### config.mk
export PLATFORM = sky130hd
export DESIGN_NAME = bhpc_dist_unit
export DESIGN_NICKNAME = d
export VERILOG_FILES = /design/src/rtl/bhpc_pkg.sv /design/src/rtl/bhpc_dist_unit.sv
export SDC_FILE = /design/constraint.sdc
export NUM_CORES = 2
export LEC_CHECK = 0
export BUFFER_PORTS_ARGS = -buffer_cell sky130_fd_sc_hd__buf_2
export CAP_MARGIN = 20
export CORE_MARGIN = 2
export CORE_UTILIZATION = 59
export DETAILED_ROUTE_END_ITERATION = 8
export PLACE_DENSITY = 0.77
export SETUP_SLACK_MARGIN = 0.2
export SLEW_MARGIN = 5
export SYNTH_ARGS = -nofsm -noshare
export SYNTH_HDL_FRONTEND = slang
export SYNTH_SLANG_ARGS = --single-unit
### constraint.sdc
create_clock -name clock -period 8.43 [get_ports clock]
set_input_delay 1.2645 -clock clock [delete_from_list [all_inputs] [get_ports clock]]
set_output_delay 1.2645 -clock clock [all_outputs]
set_load 0.02 [all_outputs]
### src/rtl/bhpc_pkg.sv
// Shared types and constants for the hull point classifier.
// Item structs, operation and register codes, distance status struct.
// No dependencies.
`timescale 1ns / 1ps

package bhpc_pkg;

   localparam int IDX_W   = 12;
   localparam int CHILD_W = 16;
   localparam int KIND_W  = 3;
   localparam int WORD_W  = 32;
   localparam int CSR_W   = 12;

   // operation codes of an input item
   localparam logic [1:0] OP_WRITE_NODE  = 2'd0;
   localparam logic [1:0] OP_WRITE_PLANE = 2'd1;
   localparam logic [1:0] OP_CLASSIFY    = 2'd2;

   // configuration register indexes
   localparam logic CSR_FIRST_NODE = 1'b0;
   localparam logic CSR_LAST_NODE  = 1'b1;

   localparam logic [CSR_W-1:0] FIRST_NODE_RESET = 12'd0;
   localparam logic [CSR_W-1:0] LAST_NODE_RESET  = 12'hFFF;

   // plane kinds: below AXIAL_KINDS the plane is axis aligned
   localparam logic [KIND_W-1:0] KIND_X      = 3'd0;
   localparam logic [KIND_W-1:0] KIND_Y      = 3'd1;
   localparam logic [KIND_W-1:0] KIND_Z      = 3'd2;
   localparam logic [KIND_W-1:0] AXIAL_KINDS = 3'd3;

   typedef struct packed {
      logic [1:0]               op;
      logic [IDX_W-1:0]         index;
      logic [IDX_W-1:0]         plane_ref;
      logic signed [CHILD_W-1:0] child_front;
      logic signed [CHILD_W-1:0] child_back;
      logic [KIND_W-1:0]        plane_kind;
      logic signed [WORD_W-1:0] vec_x;
      logic signed [WORD_W-1:0] vec_y;
      logic signed [WORD_W-1:0] vec_z;
      logic signed [WORD_W-1:0] plane_dist;
   } req_type;

   typedef struct packed {
      logic signed [CHILD_W-1:0] contents;
      logic                      bad_node;
   } rsp_type;

   // status of the signed distance unit
   typedef struct packed {
      logic done;
      logic neg;
   } dist_rsp_type;

endpackage

### src/rtl/bhpc_dist_unit.sv
// Signed point-to-plane distance test for one node.
// Axial planes finish straight from idle; general planes run three products
// through one shared multiplier, then accumulate, floor-shift and subtract.
// Depends on bhpc_pkg.
`timescale 1ns / 1ps

module bhpc_dist_unit
   import bhpc_pkg::*;
#(
   parameter int FRAC_BITS = 16
) (
   input  logic                        clock,
   input  logic                        reset,
   input  logic                        start,
   input  logic [KIND_W-1:0]           kind,
   input  logic signed [FRAC_BITS+1:0] norm_x,
   input  logic signed [FRAC_BITS+1:0] norm_y,
   input  logic signed [FRAC_BITS+1:0] norm_z,
   input  logic signed [WORD_W-1:0]    plane_offset,
   input  logic signed [WORD_W-1:0]    pt_x,
   input  logic signed [WORD_W-1:0]    pt_y,
   input  logic signed [WORD_W-1:0]    pt_z,
   output dist_rsp_type                status
);

   localparam int NB  = FRAC_BITS + 2;
   localparam int PRW = WORD_W + NB;
   localparam int ACW = PRW + 2;
   localparam int DW  = ACW - FRAC_BITS + 1;
   localparam int AXW = WORD_W + 1;

   typedef enum logic [1:0] {
      D_IDLE,
      D_MUL,
      D_FINAL
   } dstate_type;

   dstate_type             state_ff;
   logic [1:0]             cnt_ff;
   logic signed [PRW-1:0]  prod_ff;
   logic signed [ACW-1:0]  acc_ff;
   logic                   done_ff;
   logic                   neg_ff;

   logic signed [NB-1:0]     n_sel;
   logic signed [WORD_W-1:0] p_sel;
   logic signed [WORD_W-1:0] p_axial;
   logic signed [PRW-1:0]    prod_in;
   logic signed [AXW-1:0]    d_axial;
   logic signed [DW-1:0]     d_general;

   // pick the component for this multiply cycle
   always_comb begin
      unique case (cnt_ff)
         2'd0: begin
            n_sel = norm_x;
            p_sel = pt_x;
         end
         2'd1: begin
            n_sel = norm_y;
            p_sel = pt_y;
         end
         2'd2: begin
            n_sel = norm_z;
            p_sel = pt_z;
         end
         default: begin
            n_sel = '0;
            p_sel = '0;
         end
      endcase
   end

   // pick the coordinate of an axial plane
   always_comb begin
      unique case (kind)
         KIND_X:  p_axial = pt_x;
         KIND_Y:  p_axial = pt_y;
         KIND_Z:  p_axial = pt_z;
         default: p_axial = pt_x;
      endcase
   end

   assign prod_in   = PRW'(n_sel) * PRW'(p_sel);
   assign d_axial   = AXW'(p_axial) - AXW'(plane_offset);
   assign d_general = DW'(acc_ff >>> FRAC_BITS) - DW'(plane_offset);

   // sequence the multiply-accumulate and flag the sign
   always_ff @(posedge clock) begin
      if (reset) begin
         state_ff <= D_IDLE;
         done_ff  <= 1'b0;
         neg_ff   <= 1'b0;
         cnt_ff   <= '0;
      end else begin
         done_ff <= 1'b0;
         unique case (state_ff)
            D_IDLE: begin
               if (start) begin
                  if (kind < AXIAL_KINDS) begin
                     done_ff <= 1'b1;
                     neg_ff  <= d_axial[AXW-1];
                  end else begin
                     cnt_ff   <= '0;
                     acc_ff   <= '0;
                     state_ff <= D_MUL;
                  end
               end
            end
            D_MUL: begin
               prod_ff <= prod_in;
               if (cnt_ff != 2'd0) begin
                  acc_ff <= acc_ff + ACW'(prod_ff);
               end
               cnt_ff <= cnt_ff + 2'd1;
               if (cnt_ff == 2'd3) begin
                  state_ff <= D_FINAL;
               end
            end
            D_FINAL: begin
               done_ff  <= 1'b1;
               neg_ff   <= d_general[DW-1];
               state_ff <= D_IDLE;
            end
            default: state_ff <= D_IDLE;
         endcase
      end
   end

   assign status.done = done_ff;
   assign status.neg  = neg_ff;

endmodule

==> summary.md <==
| Metric | Value |
|---|---|
| Status | `completed` |
| Endpoints failing setup | `0` |
| CP Data Arrival Time | `8130 ps` |
| CORE AREA | `49900 um2` |
| Synthesized cell area | `29600 um2` |
| Worst Setup End Kind | `flop` |
| H-Tree Depth | `3` |
| Clock skew | `between 15 and 20 ps` |
| Antenna violation net count after detailed routing | `0` |
| Num CTS Buffers | `9` |
| Count of final hold-check violations | `0` |
| RSZ-0062 raised after global routing | `false` |
| CP dominant cell by count | `fa_1` |
| Remaining DRCs | `0` |
| Most frequent cells in the layout | `inv_1, nand2_1, fa_1, nor2_1, ha_1` |
| Worst Max-Slew Pin Slew | `about 930 ps` |
| Antenna violations before repair | `4` |
| Routed WL | `~100000 um` |
| CTS clk-pin slew, worst paths | `~80 ps` |
| Iter 0 DRT Violations | `between 2000 and 3000` |
| Vias per inst | `5.99` |
| Relative slew slack | `0.377` |
| Commonest non-fill, non-tap cell in the layout | `inv_1` |
| Via count | `roughly 26000` |
| Final worst setup slack | `481 ps` |
| Grt ovf | `0` |
| HP Class | `reg2reg` |
| Yosys cell types | `83` |
| Ys Warns | `0` |
| Layout cells sized above 1 | `0.112` |
| CTS root buffer | `clkbuf_16` |
| Clock Latency Late Sink | `approximately 390 ps` |
| Clk buf depth | `2` |
| Period utilisation layout | `0.943` |
| CP peak stage delay | `~600 ps` |
| Max Clk Rate | `around 130 MHz` |
| Final TNS setup | `0 ps` |
| DR pass1 iterations | `6` |
| First-pass GRT wire length | `158000 um` |
| GRT Total Usage | `0.408` |
| CP startpoint kind | `flop` |
| Std cell rows | `82` |
| Largest net degree at the start of global routing | `between 50 and 60` |
| Delay-heaviest family, CP | `adder cells` |
| Async SR Flop Fraction | `0` |
| Die ar. | `52000 um2` |
| EDFF count, synth | `just over 100` |
| Gpl congestion | `approximately 1.1` |
| Sink Count | `between 100 and 150` |
| TritonCTS clock tree | `yes` |
| Maxcap violations | `0` |
| DP HPWL | `87100 um` |
| Min cycle time layout | `7950 ps` |
| Register area share after synthesis | `0.107` |
| Initial Utilization | `0.594` |
| Number of global-route vias before repair | `between 20000 and 30000` |
| Worst-path fanout max | `13` |
| Num ports | `between 150 and 200` |
| Nets | `around 4700` |
| Crit path max-delay cell type | `a21oi_1` |
| Ys flop type | `edfxtp_1` |
| PortBufs | `between 150 and 200` |
| Syn Nets | `4480` |
| Crit path kind | `reg2reg` |
| Routed length per instance | `between 20 and 25 um` |
| Worst EP required | `8620 ps` |
| Post-route core utilization | `0.655` |
| Die height | `between 200 and 250 um` |
| Worst Path Buf+Inv | `6` |
| Cell count after synthesis | `~3500` |
| Slew Limit Fails | `0` |
| DP Worst Slack | `roughly 51 ps` |
| Die X | `~230 um` |
| Area Overhead vs Synth | `10.2%` |
| Filler instances | `4346` |
| #FFs+latches synth | `roughly 110` |
| WHS | `approximately 590 ps` |
| Avg Cell Area, Syn | `8.47 um2` |
## cell usage after synthesis (5+ instances only)
cell         n  area [um2]
a2111oi_0    6        52.6
a211oi_1    21         158
a21boi_0     8        60.1
a21o_1      66         495
a21oi_1    132         661
a222oi_1    11         110
a22oi_1     71         533
a311oi_1     5        43.8
a31oi_1     15        93.8
and2_1      47         294
and3_1      14        87.6
clkbuf_1   115         432
dfxtp_1      6         120
edfxtp_1   102        3060
fa_1       554       11100
ha_1       242        3030
inv_1      706        2650
mux2i_1      5        50.1
nand2_1    557        2090
nand2b_1    20         125
nand3_1     31         155
nand4_1     24         150
nor2_1     350        1310
nor2b_1     16         100
nor3_1      49         245
nor3b_1      9        67.6
o211ai_1    13        97.6
o21a_1      19         143
o21ai_0     66         330
o21bai_1    10        75.1
o31ai_1      6        45.0
or2_2       16         100
or3_1       23         144
xnor2_1     51         447
xor2_1      26         228
## final cells by class
class                   instances  area, um2  area share
diodes                          1       2.50   0.0000766
clock buffers                   9        225     0.00690
clock inverters                 7       80.1     0.00245
inverters                     707       2650      0.0813
multi-input cells            2554      23400       0.716
flip-flops and latches        108       3180      0.0975
well taps                     672        841      0.0257
repair buffers                351       2280      0.0699
## through the flow
step,std cells,area [um2]
CTS,4407,32600
global placement,4391,32300
global route,4408,32700
finish,4409,32700
floorplan,3496,29600
detailed placement,4391,32300
## path summary, 6_finish.rpt
check                                  from           to  slack [ps]  cells after the start
worst max-delay path              cnt_ff[1]  prod_ff[35]         480                     25
worst min-delay path            state_ff[1]  state_ff[0]         590                      1
worst max register to register    cnt_ff[1]  prod_ff[35]         480                     25
worst min register to register  state_ff[1]  state_ff[0]         590                      1
## flip-flops by register name, summed over array words and instances (netlist names)
signal    flops
done_ff       1
prod_ff      50
neg_ff        1
acc_ff       52
cnt_ff        2
state_ff      2
## per-layer routing
metal | track usage | part of all wire | vias to the layer above
met1 | 0.493 | 0.36 | 12900
li1 | - | - | 11500
met4 | 0.300 | 0.093 | 6
met5 | 0 | 0.00037 | -
met3 | 0.0948 | 0.11 | 475
met2 | 0.643 | 0.44 | 1547
## what timing repair did
item	CTS	global route
resized for setup	2	8
hold buffers	0	0
endpoints found under the hold margin	0	0
setup endpoints to repair	13	16
pin swaps	0	1
buffers inserted	0	1
## worst register-to-register path: cells and delay by family (launching register included)
family	cells	cell delay (ps)
adder cells (fa/ha/maj)	8	3860
AO/OA/AOI/OAI	6	2050
buffers and inverters	6	750
AND/OR/NAND/NOR	5	750
flip-flops	1	370
## logic make-up (layout without fill, tap and decap cells)
group / after synthesis / in the layout / synth area share
AND/OR/NAND/NOR: 1178 / 1178 / 0.171
other: 0 / 1 / 0
flip-flops: 108 / 108 / 0.107
multiplexers: 6 / 6 / 0.00207
adder cells (fa/ha/maj): 796 / 796 / 0.477
XOR/XNOR: 77 / 77 / 0.0228
buffers and inverters: 834 / 1074 / 0.106
AO/OA/AOI/OAI: 497 / 497 / 0.114
Power is not shown: default switching activity piles up to over one toggle a cycle in this logic, so the estimate is an artifact.
