===== src/rtl/bhpc_pkg.sv =====
// Shared types and constants for the hull point classifier.
// Item structs, operation and register codes, distance status struct.
// No dependencies.
`timescale 1ns / 1ps

package bhpc_pkg;

   localparam int IDX_W   = 12;
   localparam int CHILD_W = 16;
   localparam int KIND_W  = 3;
   localparam int WORD_W  = 32;
   localparam int CSR_W   = 12;

   // operation codes of an input item
   localparam logic [1:0] OP_WRITE_NODE  = 2'd0;
   localparam logic [1:0] OP_WRITE_PLANE = 2'd1;
   localparam logic [1:0] OP_CLASSIFY    = 2'd2;

   // configuration register indexes
   localparam logic CSR_FIRST_NODE = 1'b0;
   localparam logic CSR_LAST_NODE  = 1'b1;

   localparam logic [CSR_W-1:0] FIRST_NODE_RESET = 12'd0;
   localparam logic [CSR_W-1:0] LAST_NODE_RESET  = 12'hFFF;

   // plane kinds: below AXIAL_KINDS the plane is axis aligned
   localparam logic [KIND_W-1:0] KIND_X      = 3'd0;
   localparam logic [KIND_W-1:0] KIND_Y      = 3'd1;
   localparam logic [KIND_W-1:0] KIND_Z      = 3'd2;
   localparam logic [KIND_W-1:0] AXIAL_KINDS = 3'd3;

   typedef struct packed {
      logic [1:0]               op;
      logic [IDX_W-1:0]         index;
      logic [IDX_W-1:0]         plane_ref;
      logic signed [CHILD_W-1:0] child_front;
      logic signed [CHILD_W-1:0] child_back;
      logic [KIND_W-1:0]        plane_kind;
      logic signed [WORD_W-1:0] vec_x;
      logic signed [WORD_W-1:0] vec_y;
      logic signed [WORD_W-1:0] vec_z;
      logic signed [WORD_W-1:0] plane_dist;
   } req_type;

   typedef struct packed {
      logic signed [CHILD_W-1:0] contents;
      logic                      bad_node;
   } rsp_type;

   // status of the signed distance unit
   typedef struct packed {
      logic done;
      logic neg;
   } dist_rsp_type;

endpackage


===== src/rtl/bhpc_rem_const.sv =====
// Remainder of a 12-bit index by a constant divisor.
// Reciprocal multiply, registered, then one multiply, subtract and correction.
// Depends on bhpc_pkg.
`timescale 1ns / 1ps

module bhpc_rem_const
   import bhpc_pkg::*;
#(
   parameter int DIV = 4096
) (
   input  logic                     clock,
   input  logic [IDX_W-1:0]         value,
   output logic [$clog2(DIV)-1:0]   rem
);

   localparam int RW = $clog2(DIV);
   localparam int SH = 2 * IDX_W;
   localparam int PW = IDX_W + SH;
   localparam int MW = IDX_W + RW + 1;
   localparam logic [SH-1:0] RECIP = SH'((1 << SH) / DIV);
   localparam logic [MW-1:0] DIV_V = MW'(DIV);

   logic [PW-1:0]    recip_prod;
   logic [IDX_W-1:0] quot_ff;
   logic [IDX_W-1:0] value_ff;
   logic [MW-1:0]    back_prod;
   logic [MW-1:0]    diff;
   logic [MW-1:0]    rem_raw;
   logic [MW-1:0]    rem_fix;

   // estimate the quotient, low by at most one
   assign recip_prod = PW'(value) * PW'(RECIP);

   always_ff @(posedge clock) begin
      quot_ff  <= recip_prod[PW-1:SH];
      value_ff <= value;
   end

   // subtract back and correct once
   assign back_prod = MW'(quot_ff) * DIV_V;
   assign diff      = MW'(value_ff) - back_prod;
   assign rem_raw   = MW'(diff[IDX_W-1:0]);
   assign rem_fix   = (rem_raw >= DIV_V) ? (rem_raw - DIV_V) : rem_raw;
   assign rem       = RW'(rem_fix);

endmodule


===== config.mk =====
export PLATFORM = sky130hd
export DESIGN_NAME = bhpc_rem_const
export DESIGN_NICKNAME = d
export VERILOG_FILES = /design/src/rtl/bhpc_pkg.sv /design/src/rtl/bhpc_rem_const.sv
export SDC_FILE = /design/constraint.sdc
export NUM_CORES = 1
export LEC_CHECK = 0
export BUFFER_PORTS_ARGS = -buffer_cell sky130_fd_sc_hd__buf_4
export CAP_MARGIN = 5
export CORE_AREA = 2 2 39 41
export CTS_CLUSTER_SIZE = 20
export DETAILED_ROUTE_END_ITERATION = 8
export DIE_AREA = 0 0 41 43
export PLACE_DENSITY = 0.52
export SYNTH_ARGS = -nofsm -noshare
export SYNTH_HDL_FRONTEND = slang
export SYNTH_SLANG_ARGS = --single-unit
export TNS_END_PERCENT = 1

===== constraint.sdc =====
create_clock -name clock -period 0.8 [get_ports clock]
set_clock_uncertainty 0.15 [all_clocks]
set_input_delay 0 -clock clock [delete_from_list [all_inputs] [get_ports clock]]
set_output_delay 0 -clock clock [all_outputs]
set_load 0.005 [all_outputs]

==> results of run 1 <==
[power groups by stage]
stage | Combinational, uW | Clock, uW | Sequential (uW)
floorplan | 0 | 0 | 656
global placement | 93.4 | 0 | 651
detailed placement | 95.0 | 0 | 652
CTS | 145 | 479 | 640
global route | 161 | 514 | 647
finish | 149 | 464 | 643
[final cells by class]
| type | count | area [sq um] | share of cell area |
|---|---|---|---|
| timing repair buffer | 36 | 323 | 0.515 |
| sequential | 12 | 248 | 0.395 |
| clock buffer | 4 | 36.3 | 0.0579 |
| tap | 16 | 20.0 | 0.0319 |
[cells by family (layout without fill, tap and decap cells)]
kind of cell,count (synthesis),in the layout,synth area share
flip-flops,12,12,1.00
buffers and inverters,0,40,0
[final timing paths]
kind	to	cells after the start	slack (ns)
worst max-delay path	rem[5]	1	-0.04
worst min-delay path	value_ff[5]$_DFF_P_	2	0.22
[per-stage QoR]
| step | hold slack (ns) | setup TNS [ns] | util |
|---|---|---|---|
| 2_1_floorplan | -0.122 | 0 | - |
| 3_3_place_gp | -0.0455 | 0 | 0.318 |
| 3_5_place_dp | -0.0444 | 0 | 0.318 |
| 4_1_cts | 0.219 | -0.561 | 0.439 |
| 5_1_grt | 0.216 | -0.836 | 0.453 |
| 6_report | 0.224 | -0.430 | 0.453 |
[per-layer routing]
layer	wire length, microns	vias up	share of wire
met2	311	11	0.52
met1	221	103	0.37
met5	0	-	0
met4	19	0	0.032
met3	41	2	0.069
li1	-	117	-
[cell usage after synthesis]
cell type / count
dfxtp_1: 12
[timing repair]
action | 4_1_cts | 5_1_grt
gates resized for setup | 4 | 8
setup buffers | 0 | 0
endpoints found under the hold margin | 12 | 0
endpoints found under the setup margin | 12 | 12
hold buffers | 12 | 0
==> results.py, run 1 <==
metrics = {
    "worst_setup_path": {
        "max_stage_delay_ns": 0.32,
        "arrival_ns": 0.69,
        "startpoint_type": "register",
        "cp_top_family": "flip-flops",
        "crit_required_ns": 0.65,
        "cp_slowest_cell": "dfxtp_2",
        "path_max_fanout": 1,
        "worstSetupPathType": "reg2out",
        "cp-end-kind": "output port",
        "path_buf_inv": 1,
        "path_cells": "buf_6",
        "crit_path_start": "value_ff[5]$_DFF_P_",
    },
    "layout": {
        "regMostFlops": "value_ff",
        "layout_commonest_cell": "buf_4",
        "finish.instance_area_sq_um": 627,
        "drive_gt1_frac": 0.654,
        "largest_register_ffs": 12,
        "final_cell_mix": "buf_4 (18), dlygate4sd3_1 (12), buf_6 (6), dfxtp_1 (6), dfxtp_2 (6)",
        "n_antenna_cell": 0,
        "syn_to_final_growth_pct": 161,
        "biggestRegsByFlops": "value_ff x12",
        "finalNonFillerCells": 68,
        "n_fill_cell": 135,
        "nets": 66,
        "multi_input_cells": 0,
        "multi_input_area_sq_um": 0,
    },
    "logic_synthesis": {
        "synth.top_cell.area_share": 1.00,
        "ys_seq_elements": 12,
        "synth_top_cells_by_area": "dfxtp_1 (100%)",
        "syn_area_sq_um": 240,
        "seq_area_frac_synth": 1.00,
        "yosysWarnings": 0,
        "syn_inst": 12,
        "synthesis.nets": 25,
        "synth.distinct_cells": 1,
        "avgSynthCellArea_sq_um": 20.0,
        "synth_top_area_cell": "dfxtp_1",
    },
    "placement": {
        "place_area_sq_um": 440,
        "pre_cts_slack_ns": 0.240,
        "io_buffers": 24,
        "gp_congestion": 0.526,
        "dp.cells": 52,
    },
    "detailed_routing": {
        "vias": 233,
        "routedWlPerCell_microns": 8.72,
        "firstDrtPassIters": 1,
        "drc": 0,
        "first_iter_violations": 0,
        "viasPerCell": 3.43,
        "routed_wl_microns": 593,
        "ant_nets": 0,
    },
    "grt": {
        "overflow": 0,
        "antenna_found_initial": 0,
        "grt_pass1_wl_microns": 814,
        "use_met2": 0.100,
        "grt_usage": 0.0806,
        "grt_pass1_vias": 218,
        "grtUsageMet3": 0.0314,
        "busiest_layer": "met4",
        "use_met1": 0.0782,
        "grt_start_max_net_pins": 8,
    },
    "sta": {
        "rsz0062_at_grt": "true",
        "fin_crit_sh": 1.05,
        "worst_pin_slew_ns": 0.0688,
        "setup-violations-final": 12,
        "finalMaxSlewViolations": 0,
        "finalWorstSetupSlack_ns": -0.0396,
        "clock.fmax_mhz": 1190,
        "maxSlewHeadroom": 0.954,
        "hold_viol_final": 0,
        "final.min_clock_period_ns": 0.840,
    },
    "power": {
        "p_clk_frac": 0.369,
        "power_frac_comb": 0.119,
        "pwr-share-seq": 0.512,
        "cell_internal_pwr_uw": 1030,
        "p_per_area_mw_per_mm2": 2000,
        "power_uw": 1260,
        "swShare": 0.182,
        "cellLeakagePower_uw": 0.000295,
        "ir_drop_mv": 0.695,
        "p_sw_uw": 229,
    },
    "floorplanning": {
        "io_pins": 25,
        "dieArea_sq_mm": 0.00176,
        "core_area_sq_mm": 0.00138,
        "rows": 14,
        "start_util": 0.174,
        "chipWidth_microns": 41,
        "die_y_microns": 43,
    },
    "min_path": {
        "worstHoldStart": "value[5]",
        "hold_path.class": "in2reg",
    },
    "cts": {
        "ctsLongestPathBuffers": 2,
        "cts_tree": "built",
        "clk_pin_slew_worst_paths_ns": 0.07,
        "htree_levels": 1,
        "numCtsBuffers": 3,
        "cts_sinks": 12,
        "cts-root-buf": "clkbuf_4",
    },
    "outcome": {
        "status": "finished with violations",
        "violations": "negative setup slack",
    },
    "job": {
        "maxCapViolations": 0,
    },
}
(Power assumes the default switching activity.)
==> inputs of run 2 (changes only) <==
CTS_BUF_LIST = sky130_fd_sc_hd__clkbuf_8   (was unset)
==> results.py, run 2 (synthesis results as in run 1) <==
metrics = {
    "outcome": {
        "status": "completed",
    },
    "sta": {
        "fin_crit_sh": 0.999,
        "whs_ns": 0.257,
        "rsz0062_at_grt": "true",
        "hold_viol_final": 0,
        "finalWorstSetupSlack_ns": 0.000423,
        "final.min_clock_period_ns": 0.800,
        "clock.fmax_mhz": 1250,
        "finalMaxSlewViolations": 0,
        "maxSlewHeadroom": 0.951,
        "setup-violations-final": 0,
        "worst_pin_slew_ns": 0.0738,
    },
    "worst_setup_path": {
        "path_max_fanout": 1,
        "startpoint_type": "register",
        "cp_slowest_cell": "dfxtp_1",
        "crit_required_ns": 0.65,
        "path_cells": "buf_4",
        "cp-end-kind": "output port",
        "worstSetupPathType": "reg2out",
        "cp_top_family": "flip-flops",
        "max_stage_delay_ns": 0.30,
        "path_buf_inv": 1,
        "arrival_ns": 0.65,
        "crit_path_start": "value_ff[1]$_DFF_P_",
    },
    "job": {
        "maxCapViolations": 0,
    },
    "power": {
        "ir_drop_mv": 0.853,
        "power_frac_comb": 0.105,
        "swShare": 0.166,
        "cell_internal_pwr_uw": 1190,
        "p_sw_uw": 235,
        "p_per_area_mw_per_mm2": 2200,
        "p_clk_frac": 0.441,
        "power_uw": 1420,
        "cellLeakagePower_uw": 0.000303,
        "pwr-share-seq": 0.454,
    },
    "layout": {
        "n_antenna_cell": 0,
        "layout_commonest_cell": "buf_4",
        "finalNonFillerCells": 68,
        "drive_gt1_frac": 0.654,
        "syn_to_final_growth_pct": 169,
        "biggestRegsByFlops": "value_ff x12",
        "nets": 66,
        "final_cell_mix": "buf_4 (18), dlygate4sd3_1 (12), buf_6 (6), dfxtp_1 (6), dfxtp_2 (6)",
        "regMostFlops": "value_ff",
        "largest_register_ffs": 12,
        "multi_input_cells": 0,
        "multi_input_area_sq_um": 0,
        "final_util": 0.467,
    },
    "min_path": {
        "worstHoldStart": "value[1]",
        "hold_path.class": "in2reg",
    },
    "floorplanning": {
        "dieArea_sq_mm": 0.00176,
        "start_util": 0.174,
        "core_area_sq_mm": 0.00138,
        "rows": 14,
        "io_pins": 25,
        "chipWidth_microns": 41,
        "die_y_microns": 43,
    },
    "detailed_routing": {
        "ant_nets": 0,
        "routed_wl_microns": 573,
        "vias": 231,
        "drc": 0,
        "firstDrtPassIters": 1,
        "viasPerCell": 3.40,
        "first_iter_violations": 0,
        "routedWlPerCell_microns": 8.43,
    },
    "grt": {
        "grt_pass1_vias": 212,
        "overflow": 0,
        "grt_pass1_wl_microns": 793,
        "antenna_found_initial": 0,
        "grt_start_max_net_pins": 8,
        "grt_usage": 0.0746,
    },
    "cts": {
        "cts_tree": "built",
        "htree_levels": 1,
        "cts_sinks": 12,
        "cts-root-buf": "clkbuf_8",
        "numCtsBuffers": 3,
        "ctsLongestPathBuffers": 2,
        "clk_pin_slew_worst_paths_ns": 0.05,
    },
    "placement": {
        "gp_congestion": 0.526,
        "dp.cells": 52,
        "io_buffers": 24,
        "pre_cts_slack_ns": 0.240,
    },
}
run 2: cell counts in the layout (fill, tap and decap cells not counted):
Identical to the previous run, type by type.
run 2: path summary, 6_finish.rpt:
check | endpoint | slack [ns] | cells past startpoint
worst max-delay path | rem[1] | 0.0004 | 1
worst min-delay path | value_ff[1]$_DFF_P_ | 0.26 | 2
run 2: stage by stage:
| stage | area, sq um | TNS [ns] |
|---|---|---|
| after floorplan | 240 | 0 |
| after CTS | 621 | -0.0683 |
| after global routing | 646 | -0.251 |
| final | 646 | 0 |
| after global placement | 440 | 0 |
| after detailed placement | 440 | 0 |
run 2: repair_timing:
item                                    in CTS  in global routing
buffers inserted                             0                  0
gates resized for setup                      2                 10
hold buffers                                12                  0
endpoints found under the setup margin      12                 12
hold endpoints to repair                    12                  0
run 2: layout make-up:
cell class	instances	area, sq um
fillers	135	738
repair buffers	36	323
flip-flops and latches	12	248
clock buffers	4	55.1
well taps	16	20.0
run 2: routing by layer:
metal,part of all wire,vias up,global-route usage
met1,0.38,103,0.0749
met5,0,-,0
met2,0.52,11,0.103
met3,0.066,2,0.0157
li1,-,115,-
met4,0.033,0,0.100
run 2: power by group through the flow:
stage,clock network [uW],registers (uW),logic [uW]
3_5_place_dp,0,652,95.0
3_3_place_gp,0,651,93.4
5_1_grt,688,648,161
2_1_floorplan,0,656,0
6_report,627,646,149
4_1_cts,653,640,143
==> inputs of run 3 (changes only) <==
RECOVER_POWER = 25   (was unset)
==> results.py, run 3 (synthesis results as in run 1) <==
metrics = {
    "outcome": {
        "status": "completed",
    },
    "sta": {
        "setup-violations-final": 0,
        "fin_crit_sh": 0.999,
        "finalMaxSlewViolations": 0,
        "hold_viol_final": 0,
        "whs_ns": 0.267,
        "rsz0062_at_grt": "true",
        "final.min_clock_period_ns": 0.799,
        "maxSlewHeadroom": 0.951,
        "clock.fmax_mhz": 1250,
        "worst_pin_slew_ns": 0.0738,
    },
    "layout": {
        "multi_input_cells": 0,
        "layout_commonest_cell": "buf_4",
        "largest_register_ffs": 12,
        "final_cell_mix": "buf_4 (15), dlygate4sd3_1 (12), buf_6 (6), dfxtp_1 (6), dfxtp_2 (6)",
        "drive_gt1_frac": 0.654,
        "biggestRegsByFlops": "value_ff x12",
        "regMostFlops": "value_ff",
        "multi_input_area_sq_um": 0,
        "syn_to_final_growth_pct": 169,
        "n_fill_cell": 135,
        "nets": 66,
        "finalNonFillerCells": 68,
        "n_antenna_cell": 0,
    },
    "detailed_routing": {
        "drc": 0,
        "vias": 231,
        "firstDrtPassIters": 1,
        "ant_nets": 0,
        "first_iter_violations": 0,
        "routedWlPerCell_microns": 8.37,
        "viasPerCell": 3.40,
        "routed_wl_microns": 569,
    },
    "floorplanning": {
        "core_area_sq_mm": 0.00138,
        "die_y_microns": 43,
        "dieArea_sq_mm": 0.00176,
        "start_util": 0.174,
        "chipWidth_microns": 41,
        "io_pins": 25,
        "rows": 14,
    },
    "worst_setup_path": {
        "cp_slowest_cell": "dfxtp_1",
        "arrival_ns": 0.65,
        "max_stage_delay_ns": 0.30,
        "crit_required_ns": 0.65,
        "path_buf_inv": 1,
        "path_max_fanout": 1,
        "path_cells": "buf_4",
        "worstSetupPathType": "reg2out",
        "cp-end-kind": "output port",
        "cp_top_family": "flip-flops",
        "startpoint_type": "register",
    },
    "power": {
        "cell_internal_pwr_uw": 1190,
        "p_clk_frac": 0.441,
        "p_sw_uw": 235,
        "pwr-share-seq": 0.454,
        "power_frac_comb": 0.104,
        "swShare": 0.165,
        "ir_drop_mv": 0.852,
        "cellLeakagePower_uw": 0.000302,
        "p_per_area_mw_per_mm2": 2200,
    },
    "cts": {
        "numCtsBuffers": 3,
        "htree_levels": 1,
        "clk_pin_slew_worst_paths_ns": 0.05,
        "ctsLongestPathBuffers": 2,
        "cts_tree": "built",
        "cts-root-buf": "clkbuf_8",
        "cts_sinks": 12,
    },
    "grt": {
        "grt_usage": 0.0746,
        "grt_pass1_wl_microns": 793,
        "grt_pass1_vias": 212,
        "antenna_found_initial": 0,
        "grt_start_max_net_pins": 8,
        "overflow": 0,
    },
    "min_path": {
        "hold_path.class": "in2reg",
    },
    "placement": {
        "gp_congestion": 0.526,
        "io_buffers": 24,
        "dp.cells": 52,
    },
    "job": {
        "maxCapViolations": 0,
    },
}
==> run 3: routing by layer <==
metal  wire, microns  GRT usage
met5               0          0
met4              19      0.100
met3              38     0.0157
met2             296      0.103
met1             215     0.0749
==> run 3: power groups by stage <==
stage	sequential, uW	clock (uW)	combinational [uW]
6_report	646	627	148
5_1_grt	648	688	160
4_1_cts	640	653	143
3_5_place_dp	652	0	95.0
3_3_place_gp	651	0	93.4
2_1_floorplan	656	0	0
==> run 3: metrics by stage <==
stage | setup WS (ns) | util | power [uW] | area, sq um | TNS, ns
final | 0.000508 | 0.467 | 1420 | 646 | 0
after global routing | -0.0249 | 0.467 | 1500 | 646 | -0.251
after CTS | -0.0111 | 0.448 | 1440 | 621 | -0.0683
after detailed placement | 0.240 | 0.318 | 747 | 440 | 0
after global placement | 0.239 | 0.318 | 744 | 440 | 0
after floorplan | 0.352 | - | 656 | 240 | 0
==> run 3: timing repair <==
item,CTS,global route
pin swaps,0,0
setup endpoints to repair,12,12
buffers inserted,0,0
hold endpoints to repair,12,0
resized for setup,2,10
hold buffers,12,0
==> run 3: path summary, 6_finish.rpt <==
kind                           startpoint                    to  cells past startpoint
worst max-delay path  value_ff[1]$_DFF_P_                rem[1]                      1
worst min-delay path            value[11]  value_ff[11]$_DFF_P_                      2
==> run 3: layout make-up <==
| cell class | count | area, sq um | share of cell area |
|---|---|---|---|
| well taps | 16 | 20.0 | 0.0310 |
| repair buffers | 36 | 323 | 0.500 |
| clock buffers | 4 | 55.1 | 0.0853 |
| flip-flops and latches | 12 | 248 | 0.384 |
